$ cat config.mk
export PLATFORM = sky130hd
export DESIGN_NAME = kvz_cell
export DESIGN_NICKNAME = d
export VERILOG_FILES = /design/src/hdl/kvz_pkg.sv /design/src/hdl/kvz_cell.sv
export SDC_FILE = /design/constraint.sdc
export NUM_CORES = 1
export LEC_CHECK = 0
export ABC_CLOCK_PERIOD_IN_PS = 2380
export CAP_MARGIN = 20
export CORE_AREA = 2 2 60 90
export DETAILED_ROUTE_END_ITERATION = 10
export DIE_AREA = 0 0 62 92
export DONT_BUFFER_PORTS = 1
export PLACE_DENSITY = 0.68
export SLEW_MARGIN = 20
export SYNTH_ARGS = -nofsm -noshare
export SYNTH_HDL_FRONTEND = slang
export SYNTH_SLANG_ARGS = --single-unit
$ cat constraint.sdc
create_clock -name clock -period 2.38 [get_ports clock]
set_clock_uncertainty 0.15 [all_clocks]
set_input_delay 0.238 -clock clock [delete_from_list [all_inputs] [get_ports clock]]
set_output_delay 0.238 -clock clock [all_outputs]
set_load 0.1 [all_outputs]
$ cat src/hdl/kvz_pkg.sv
// Shared types and codes for the key/velocity zone lookup.
package kvz_pkg;

   localparam int ZONE_INDEX_W = 6;

   localparam logic [1:0] OP_CLEAR = 2'd0;
   localparam logic [1:0] OP_ADD   = 2'd1;
   localparam logic [1:0] OP_FIND  = 2'd2;

   localparam logic [1:0] ST_OK        = 2'd0;
   localparam logic [1:0] ST_NOT_FOUND = 2'd1;
   localparam logic [1:0] ST_FULL      = 2'd2;

   typedef struct packed {
      logic [1:0] opcode;
      logic [7:0] instrument_id;
      logic [6:0] note_key;
      logic [6:0] note_velocity;
      logic [6:0] zone_key_low;
      logic [6:0] zone_key_high;
      logic [6:0] zone_vel_low;
      logic [6:0] zone_vel_high;
   } req_type;

   typedef struct packed {
      logic [1:0]              status;
      logic [ZONE_INDEX_W-1:0] zone_index;
   } rsp_type;

   // one stored zone
   typedef struct packed {
      logic [7:0] instrument;
      logic [6:0] min_key;
      logic [6:0] max_key;
      logic [6:0] min_vel;
      logic [6:0] max_vel;
   } zone_type;

   // lookup that walks the cell chain, one cell per cycle
   typedef struct packed {
      logic                    active;
      logic                    found;
      logic [7:0]              instrument;
      logic [6:0]              key;
      logic [6:0]              vel;
      logic [ZONE_INDEX_W-1:0] index;
   } probe_type;

   // slot write broadcast to every cell
   typedef struct packed {
      logic     en;
      zone_type zone;
   } zone_wr_type;

endpackage

$ cat src/hdl/kvz_cell.sv
// One zone slot of the chain: holds a zone and checks the passing probe.
module kvz_cell
   import kvz_pkg::*;
#(
   parameter int CELL_INDEX = 0,
   parameter int CNT_W      = 7
) (
   input  logic             clock,
   input  logic             reset,
   input  logic [CNT_W-1:0] zone_count,
   input  zone_wr_type      zone_wr,
   input  probe_type        prev_probe,
   output probe_type        next_probe
);

   zone_type  zone_ff;
   probe_type probe_ff;
   probe_type probe_in;
   logic      occupied;
   logic      hit;

   assign occupied = CNT_W'(CELL_INDEX) < zone_count;

   always_comb begin
      hit = occupied
         && (zone_ff.instrument == prev_probe.instrument)
         && (prev_probe.key >= zone_ff.min_key)
         && (prev_probe.key <= zone_ff.max_key)
         && ((zone_ff.min_vel == zone_ff.max_vel)
             || ((prev_probe.vel >= zone_ff.min_vel)
                 && (prev_probe.vel <= zone_ff.max_vel)));
      probe_in = prev_probe;
      if (prev_probe.active && !prev_probe.found && hit) begin
         probe_in.found = 1'b1;
         probe_in.index = ZONE_INDEX_W'(CELL_INDEX);
      end
   end

   always_ff @(posedge clock) begin
      if (zone_wr.en && (zone_count == CNT_W'(CELL_INDEX))) begin
         zone_ff <= zone_wr.zone;
      end
   end

   always_ff @(posedge clock) begin
      if (reset) begin
         probe_ff.active <= 1'b0;
      end else begin
         probe_ff.active <= probe_in.active;
      end
   end

   always_ff @(posedge clock) begin
      probe_ff.found      <= probe_in.found;
      probe_ff.instrument <= probe_in.instrument;
      probe_ff.key        <= probe_in.key;
      probe_ff.vel        <= probe_in.vel;
      probe_ff.index      <= probe_in.index;
   end

   assign next_probe = probe_ff;

endmodule

==> results.txt, run 1 <==
Met1 GRT Util = 0.198
Setup TNS = 0 ns
H-tree Lvls = 3
Die ar. = 0.00570 sq mm
Most common cell after layout, fill and taps aside = dlygate4sd3_1
Distinct cell type count after synthesis = 27
Final hold vios = 0
# placed instances = 292
Final ANT Viol Nets = 0
Synth warn = 0
Pin count of the biggest net entering global routing = 23
Routability cong. = 0.880
Clock Path Buffers = 2
Reg clk slew, reported paths = 0.07 ns
Wirelength per Cell = 15.4 um
Iter 0 DRT Violations = 79
GR Util met3 = 0.0606
Switching Power = 675 uW
GRT overflow = 0
Fraction of final layout cells sized beyond drive strength 1 = 0.156
Largest stage delay, worst path = 0.42 ns
CTS Buf Count = 9
Fmax = 0.469 GHz
P per Cell Area = 640 mW/mm^2
Mapped cell area = 0.00262 sq mm
First-pass GRT wire length = 8830 um
Final Setup Violations = 0
CP Cell Sequence = inv_1 > ha_1 > a211oi_2 > o21bai_1 > o22a_1 > o21ai_1 > a21boi_0
Outcome = finished, final reports clean
Total number of vias = 1887
Root buf cell = clkbuf_8
Maximum vdd drop = 0.497 mV
Worst-margin pin slew = 0.509 ns
DIE WIDTH = 62 um
Crit path launch type = register
Synth Register Bits = 66
Initial antenna violation count = 0
Final Cycle Share = 0.896
Floorplan core area = 0.00500 sq mm
# diodes = 0
Fill cells = 310
Vias per cell = 5.03
Total Wirelength = 5770 um
Clk sink count = 66
Grt met2 use = 0.403
Clk pwr share = 0.323
Leak = 1.62 nW
Max-cap violations = 0
CP Launch Point = zone_ff[4]$_DFFE_PP_
Post-route DRC = 0
Die Y = 92 um
DR pass1 iterations = 4
Most frequent cells in the layout = dlygate4sd3_1, edfxtp_1, buf_4
Final std cells w/o fill = 375
Delay-heaviest family, CP = compound AO/OA/AOI/OAI gates
Slew HR = 0.658
Reg area = 0.00168 sq mm
Port Buffers = 0
CTS tree = done
Worst r2r src = zone_ff[4]$_DFFE_PP_
NumNets Final = 406
Post-Syn Area per Cell = 13.7 sq um
Internal power = 1.74 mW
Post-synth net total = 296
Worst Path Arrival = 2.18 ns
All-Layer GR Usage = 0.221
Combinational share of power = 0.166
Initial Util = 0.524
Max-slew violations = 0
Area of the multi-input gates = 843 sq um
HP Class = in -> reg
Endpoint type of the worst setup path = register
Min-delay src = prev_probe[28]
Worst Path Buf+Inv = 1
Switch share = 0.279
Crit-path max FO = 7
Vias in the first global route = 2112
HPWL Detailed = 3850 um
CP max-delay cell = edfxtp_1
Worst skew pair latency = 0.34 ns
Layout area overhead = 44.1%
RSZ-0062 raised after global routing = false
Setup CP Type = reg -> reg
Post-synthesis cell count = 192
Sequential fraction of the synthesis area = 0.641
Sequential fraction of design power = 0.511
Worst endpoint required time = 2.43 ns
Most crowded layer after global routing = met2
I/O pin total = 106
Row count = 32
Final Critical Period = 2.13 ns
-- power by group through the flow --
stage | clock network [mW] | logic [mW] | registers, mW
2_1_floorplan | 0 | 0.0543 | 1.46
3_3_place_gp | 0 | 0.305 | 1.26
3_5_place_dp | 0 | 0.311 | 1.26
4_1_cts | 0.791 | 0.399 | 1.24
5_1_grt | 0.844 | 0.420 | 1.24
6_report | 0.781 | 0.401 | 1.24
-- metrics by stage --
| stage | instance area, sq um | util | hold slack, ns | setup WS, ns | total power, mW |
|---|---|---|---|---|---|
| after floorplan | 2620 | - | 0.116 | 0.318 | 1.51 |
| after global placement | 2950 | 0.589 | 0.116 | 0.425 | 1.57 |
| after detailed placement | 2950 | 0.589 | 0.116 | 0.272 | 1.57 |
| after CTS | 3780 | 0.755 | 0.178 | 0.278 | 2.43 |
| after global routing | 3780 | 0.755 | 0.225 | 0.0924 | 2.50 |
| final | 3780 | 0.755 | 0.168 | 0.248 | 2.42 |
-- path summary, 6_finish.rpt --
| check | endpoint | cells past startpoint | slack [ns] |
|---|---|---|---|
| max reg2reg | next_probe[0]$_SDFF_PP0_ | 7 | 0.25 |
| min | next_probe[2]$_SDFF_PP0_ | 4 | 0.17 |
| min reg2reg | next_probe[2]$_SDFF_PP0_ | 4 | 0.76 |
| max | next_probe[0]$_SDFF_PP0_ | 7 | 0.25 |
-- worst min-delay path: cells and delay by family --
family / cells / cell delay [ns]
AND/OR/NAND/NOR: 3 / 0.24
AO/OA/AOI/OAI: 1 / 0.13
-- registers in the layout (all words and copies together) (netlist names) --
signal / count
zone_ff: 36
next_probe: 30
-- Yosys cell counts --
master    count  area share
a21o_1        1      0.0029
dfxtp_1      30        0.23
nor4_1        3      0.0072
inv_1        26       0.037
ha_1         28        0.13
nand3_1       2      0.0038
xnor2_1       3       0.010
nand3b_1      2      0.0057
o21ai_1       1      0.0019
nand2_1       4      0.0057
xor2_1       12       0.040
o22a_1        2      0.0067
nor2_1        2      0.0029
a211oi_2      1      0.0048
a21boi_0      6       0.017
a21oi_1       9       0.017
edfxtp_1     36        0.41
o21bai_1      2      0.0057
and3_1        1      0.0024
nor3_1        2      0.0038
nor2b_1       3      0.0072
o21ai_0       6       0.011
nor3b_1       2      0.0057
nor3_4        1      0.0062
a211oi_1      2      0.0057
o2111a_1      1      0.0043
nand4_1       4      0.0095
-- kinds of logic after synthesis --
group,count (synthesis),synth area share
adder cells (fa/ha/maj),28,0.134
flip-flops,66,0.641
XOR/XNOR,15,0.0501
AO/OA/AOI/OAI,31,0.0778
buffers and inverters,26,0.0372
AND/OR/NAND/NOR,26,0.0601
-- routing by layer --
| metal | share of wire | vias up |
|---|---|---|
| met2 | 0.59 | 69 |
| met5 | 0 | - |
| li1 | - | 902 |
| met3 | 0.048 | 22 |
| met1 | 0.32 | 894 |
| met4 | 0.046 | 0 |
-- final cells by class --
| type | instances | area share |
|---|---|---|
| clock buffers | 11 | 0.0348 |
| multi-input cells | 100 | 0.223 |
| repair buffers | 99 | 0.241 |
| inverters | 26 | 0.0258 |
| flip-flops and latches | 66 | 0.445 |
| clock inverters | 5 | 0.00794 |
| well taps | 68 | 0.0225 |
-- repair_timing --
item | 4_1_cts | 5_1_grt
hold buffers | 67 | 0
resized for setup | 0 | 0
hold endpoints to repair | 66 | 0
setup buffers | 0 | 0
Power figures use the tool's default switching activity.
==> run 2: changes to the inputs <==
==> constraint.sdc (replaced) <==
create_clock -name clock -period 2.38 [get_ports clock]
set_clock_uncertainty 0.15 [all_clocks]
set_input_delay 0.595 -clock clock [delete_from_list [all_inputs] [get_ports clock]]
set_output_delay 0.595 -clock clock [all_outputs]
set_load 0.1 [all_outputs]
==> run 2 against run 1 <==
Net effect:
- cell area shrank 17%
- worst hold slack got worse by 0.027 ns
- sequential power is essentially flat
- count of clock-buffer cells in the layout up 4
- flip-flop and latch count is the same
- highest routed layer unchanged
==> results.txt, run 2 (synthesis results as in run 1) <==
Fraction of final layout cells sized beyond drive strength 1 = 0.204
Max reg flops = 36
Post-route DRC = 0
CTS tree = done
Fmax = 0.480 GHz
Final core occ = 0.630
Top reg by flops = zone_ff
CP Launch Point = zone_ff[4]$_DFFE_PP_
Outcome = finished, final reports clean
H-tree Lvls = 3
Most common cell after layout, fill and taps aside = edfxtp_1
Final ANT Viol Nets = 0
Total Wirelength = 4860 um
Vias in the first global route = 1802
Final hold vios = 0
Row count = 32
GRT overflow = 0
Layout area overhead = 20.2%
HP Class = in -> reg
Max-slew violations = 0
Initial Util = 0.524
Die Y = 92 um
CTS Buf Count = 9
Root buf cell = clkbuf_8
Routability cong. = 0.896
Worst r2r src = zone_ff[4]$_DFFE_PP_
Vias per cell = 5.31
Floorplan core area = 0.00500 sq mm
Setup TNS = 0 ns
Maximum vdd drop = 0.500 mV
DIE WIDTH = 62 um
DR pass1 iterations = 4
Reg clk slew, reported paths = 0.07 ns
# diodes = 0
Post-CTS Setup Inserts = 0
P per Cell Area = 775 mW/mm^2
Wirelength per Cell = 15.8 um
Crit-path max FO = 7
Clock Path Buffers = 2
Worst-margin pin slew = 0.425 ns
Setup CP Type = reg -> reg
NumNets Final = 339
Crit path launch type = register
Final Cycle Share = 0.875
Max-cap violations = 0
First-pass GRT wire length = 7680 um
Total number of vias = 1634
RSZ-0062 raised after global routing = false
Port Buffers = 0
Slew HR = 0.715
All-Layer GR Usage = 0.191
Pin count of the biggest net entering global routing = 23
Clk sink count = 66
Cts hold-fix bufs = 0
Final Setup Violations = 0
Initial antenna violation count = 0
Post-CTS Resized = 0
Min-delay src = prev_probe[6]
HPWL Detailed = 3970 um
Final Critical Period = 2.08 ns
Worst skew pair latency = 0.32 ns
Leak = 1.35 nW
Endpoint type of the worst setup path = register
Die ar. = 0.00570 sq mm
I/O pin total = 106
Hold path depth = 0
Reg2Reg Depth = 7
Iter 0 DRT Violations = 70
Worst endpoint required time = 2.41 ns
Worst Path Arrival = 2.11 ns
Most frequent cells in the layout = edfxtp_1, buf_4, dfxtp_1
-- run 2: cell types whose count changed in the layout (fill, tap and decap cells not counted) --
cell and delta:
clkinv_4 -1, and3_2 +1, inv_4 -1, dlygate4sd3_1 -67
clkbuf_8 +3, clkinv_2 -2, clkbuf_16 +1, and3_1 -1
-- run 2: layer usage --
metal	wire length (um)	vias to the layer above	global-route usage	share of wire
li1	-	767	-	-
met1	1410	769	0.158	0.29
met2	2910	78	0.346	0.60
met3	312	20	0.0776	0.064
met4	225	0	0.110	0.046
met5	0	-	0	0
-- run 2: cell type report --
cell class,count,area [sq um]
Tap cell,68,85.1
Inverter,26,97.6
Multi-Input combinational cell,100,845
Timing Repair Buffer,32,240
Clock inverter,1,5.00
Sequential cell,66,1680
Clock buffer,15,198
Fill cell,385,1850
-- run 2: path summary, 6_finish.rpt --
| check | end | slack (ns) |
|---|---|---|
| hold / removal | next_probe[6]$_DFF_P_ | 0.14 |
| setup reg to reg | next_probe[4]$_SDFF_PP0_ | 0.30 |
| hold reg to reg | next_probe[2]$_SDFF_PP0_ | 0.75 |
| setup / recovery | next_probe[4]$_SDFF_PP0_ | 0.30 |
-- run 2: worst max-delay path, stage by stage, from the launching register on --
cell,delay [ns]
edfxtp_1,0.42
inv_1,0.08
ha_1,0.24
a211oi_2,0.22
o21bai_1,0.10
o22a_1,0.19
o21ai_1,0.35
a21boi_0,0.19
-- run 2: per-stage QoR --
stage	cell area [sq um]	total power [mW]	setup slack [ns]	instances	hold slack, ns
2_1_floorplan	2620	1.51	0.339	192	0.473
4_1_cts	3150	2.47	0.278	308	0.124
5_1_grt	3150	2.54	0.0929	308	0.117
3_3_place_gp	2950	1.57	0.251	292	0.473
3_5_place_dp	2950	1.58	0.106	292	0.473
6_report	3150	2.44	0.297	308	0.141
-- run 2: power breakdown --
part,internal (mW),switching [mW],leakage [nW]
sequential,1.23,0.00838,0.577
combinational,0.0677,0.243,0.670
clock,0.527,0.367,0.105
==> run 3: changes to the inputs <==
Settings changed: ABC_CLOCK_PERIOD_IN_PS 2380 to 2600, MAX_ROUTING_LAYER set to met4.
Clock period 2.38 ns to 2.6 ns, I/O delays scaled along.
==> run 3 against run 2 <==
Net effect:
- sequential power down 9%
- final cell count did not move
- maximum frequency is 3.7% lower
- highest routed layer unchanged
==> results.txt, run 3 (synthesis results as in run 1) <==
Wirelength per Cell = 15.3 um
Final std cells w/o fill = 308
Worst-margin pin slew = 0.473 ns
Vias per cell = 5.23
Crit path launch type = register
Initial antenna violation count = 0
Switching Power = 569 uW
Clk pwr share = 0.359
Fmax = 0.462 GHz
Max-cap violations = 0
Layout area overhead = 19.8%
# placed instances = 292
Root buf cell = clkbuf_8
Final core occ = 0.628
Slew HR = 0.683
Final Cycle Share = 0.832
Most frequent cells in the layout = edfxtp_1, buf_4, dfxtp_1
Largest stage delay, worst path = 0.42 ns
CTS Buf Count = 9
Final hold vios = 0
Post-CTS Resized = 0
Routability cong. = 0.917
Reg2Reg Depth = 7
Max-slew violations = 0
NumNets Final = 339
Internal power = 1.64 mW
DR pass1 iterations = 4
Total Wirelength = 4700 um
Combinational share of power = 0.128
Clk sink count = 66
Max reg flops = 36
Floorplan core area = 0.00500 sq mm
# diodes = 0
Maximum vdd drop = 0.422 mV
Clock Path Buffers = 2
Die ar. = 0.00570 sq mm
I/O pin total = 106
Final Critical Period = 2.16 ns
Delay-heaviest family, CP = compound AO/OA/AOI/OAI gates
Total number of vias = 1610
Hold path depth = 0
Cts hold-fix bufs = 0
Worst skew pair latency = 0.33 ns
Most common cell after layout, fill and taps aside = edfxtp_1
HP Class = in -> reg
H-tree Lvls = 3
Pin count of the biggest net entering global routing = 23
Post-route DRC = 0
Row count = 32
Worst endpoint required time = 2.63 ns
First-pass GRT wire length = 7110 um
Final ANT Viol Nets = 0
CTS tree = done
Worst Path Buf+Inv = 1
Crit-path max FO = 7
CP max-delay cell = edfxtp_1
Top reg by flops = zone_ff
Fraction of final layout cells sized beyond drive strength 1 = 0.200
Sequential fraction of design power = 0.513
Post-CTS Setup Inserts = 0
Initial Util = 0.524
Crit path depth = 7
Reg clk slew, reported paths = 0.07 ns
P per Cell Area = 704 mW/mm^2
Die Y = 92 um
DIE WIDTH = 62 um
Iter 0 DRT Violations = 71
Final Setup Violations = 0
Worst Path Arrival = 2.20 ns
Leak = 1.35 nW
HPWL Detailed = 3820 um
CP Cell Sequence = inv_1 > ha_1 > a211oi_2 > o21bai_1 > o22a_1 > o21ai_1 > a21boi_0
Port Buffers = 0
Endpoint type of the worst setup path = register
Switch share = 0.258
All-Layer GR Usage = 0.184
Setup TNS = 0 ns
GRT overflow = 0
RSZ-0062 raised after global routing = false
Vias in the first global route = 1746
Outcome = finished, final reports clean
Setup CP Type = reg -> reg
-- run 3: power by group through the flow --
stage	Sequential (mW)	Combinational, mW	Clock [mW]
5_1_grt	1.14	0.297	0.859
3_3_place_gp	1.15	0.279	0
4_1_cts	1.13	0.286	0.817
2_1_floorplan	1.34	0.0497	0
3_5_place_dp	1.16	0.285	0
6_report	1.13	0.283	0.794
-- run 3: path summary, 6_finish.rpt --
check | slack [ns] | from | end
hold / removal | 0.19 | prev_probe[27] | next_probe[27]$_DFF_P_
hold reg to reg | 0.75 | zone_ff[10]$_DFFE_PP_ | next_probe[1]$_SDFF_PP0_
setup / recovery | 0.44 | zone_ff[4]$_DFFE_PP_ | next_probe[4]$_SDFF_PP0_
setup reg to reg | 0.44 | zone_ff[4]$_DFFE_PP_ | next_probe[4]$_SDFF_PP0_
-- run 3: cell type report --
| cell class | count | area (sq um) |
|---|---|---|
| inverter | 26 | 97.6 |
| fill | 389 | 1860 |
| sequential | 66 | 1680 |
| multi-input combinational | 100 | 843 |
| timing repair buffer | 32 | 240 |
| clock buffer | 14 | 184 |
| clock inverter | 2 | 10.0 |
| tap | 68 | 85.1 |
-- run 3: routing by layer --
layer  up-vias  global-route usage  part of all wire
li1        765                   -                 -
met1       752               0.138              0.30
met5         -                   -                 0
met3        22              0.0790             0.057
met4         0               0.121             0.056
met2        71               0.322              0.59
-- run 3: worst register-to-register path, cell delays in order, from the launching register on --
cell	delay, ns
edfxtp_1	0.42
inv_1	0.08
ha_1	0.25
a211oi_2	0.23
o21bai_1	0.10
o22a_1	0.20
o21ai_1	0.39
a21boi_0	0.20
-- run 3: through the flow --
stage	area [sq um]	total power [mW]	hold WS (ns)	worst slack, ns
2_1_floorplan	2620	1.39	0.528	0.126
3_3_place_gp	2950	1.43	0.528	0.376
3_5_place_dp	2950	1.44	0.528	0.194
4_1_cts	3140	2.24	0.169	0.423
5_1_grt	3140	2.29	0.163	0.321
6_report	3140	2.21	0.192	0.436
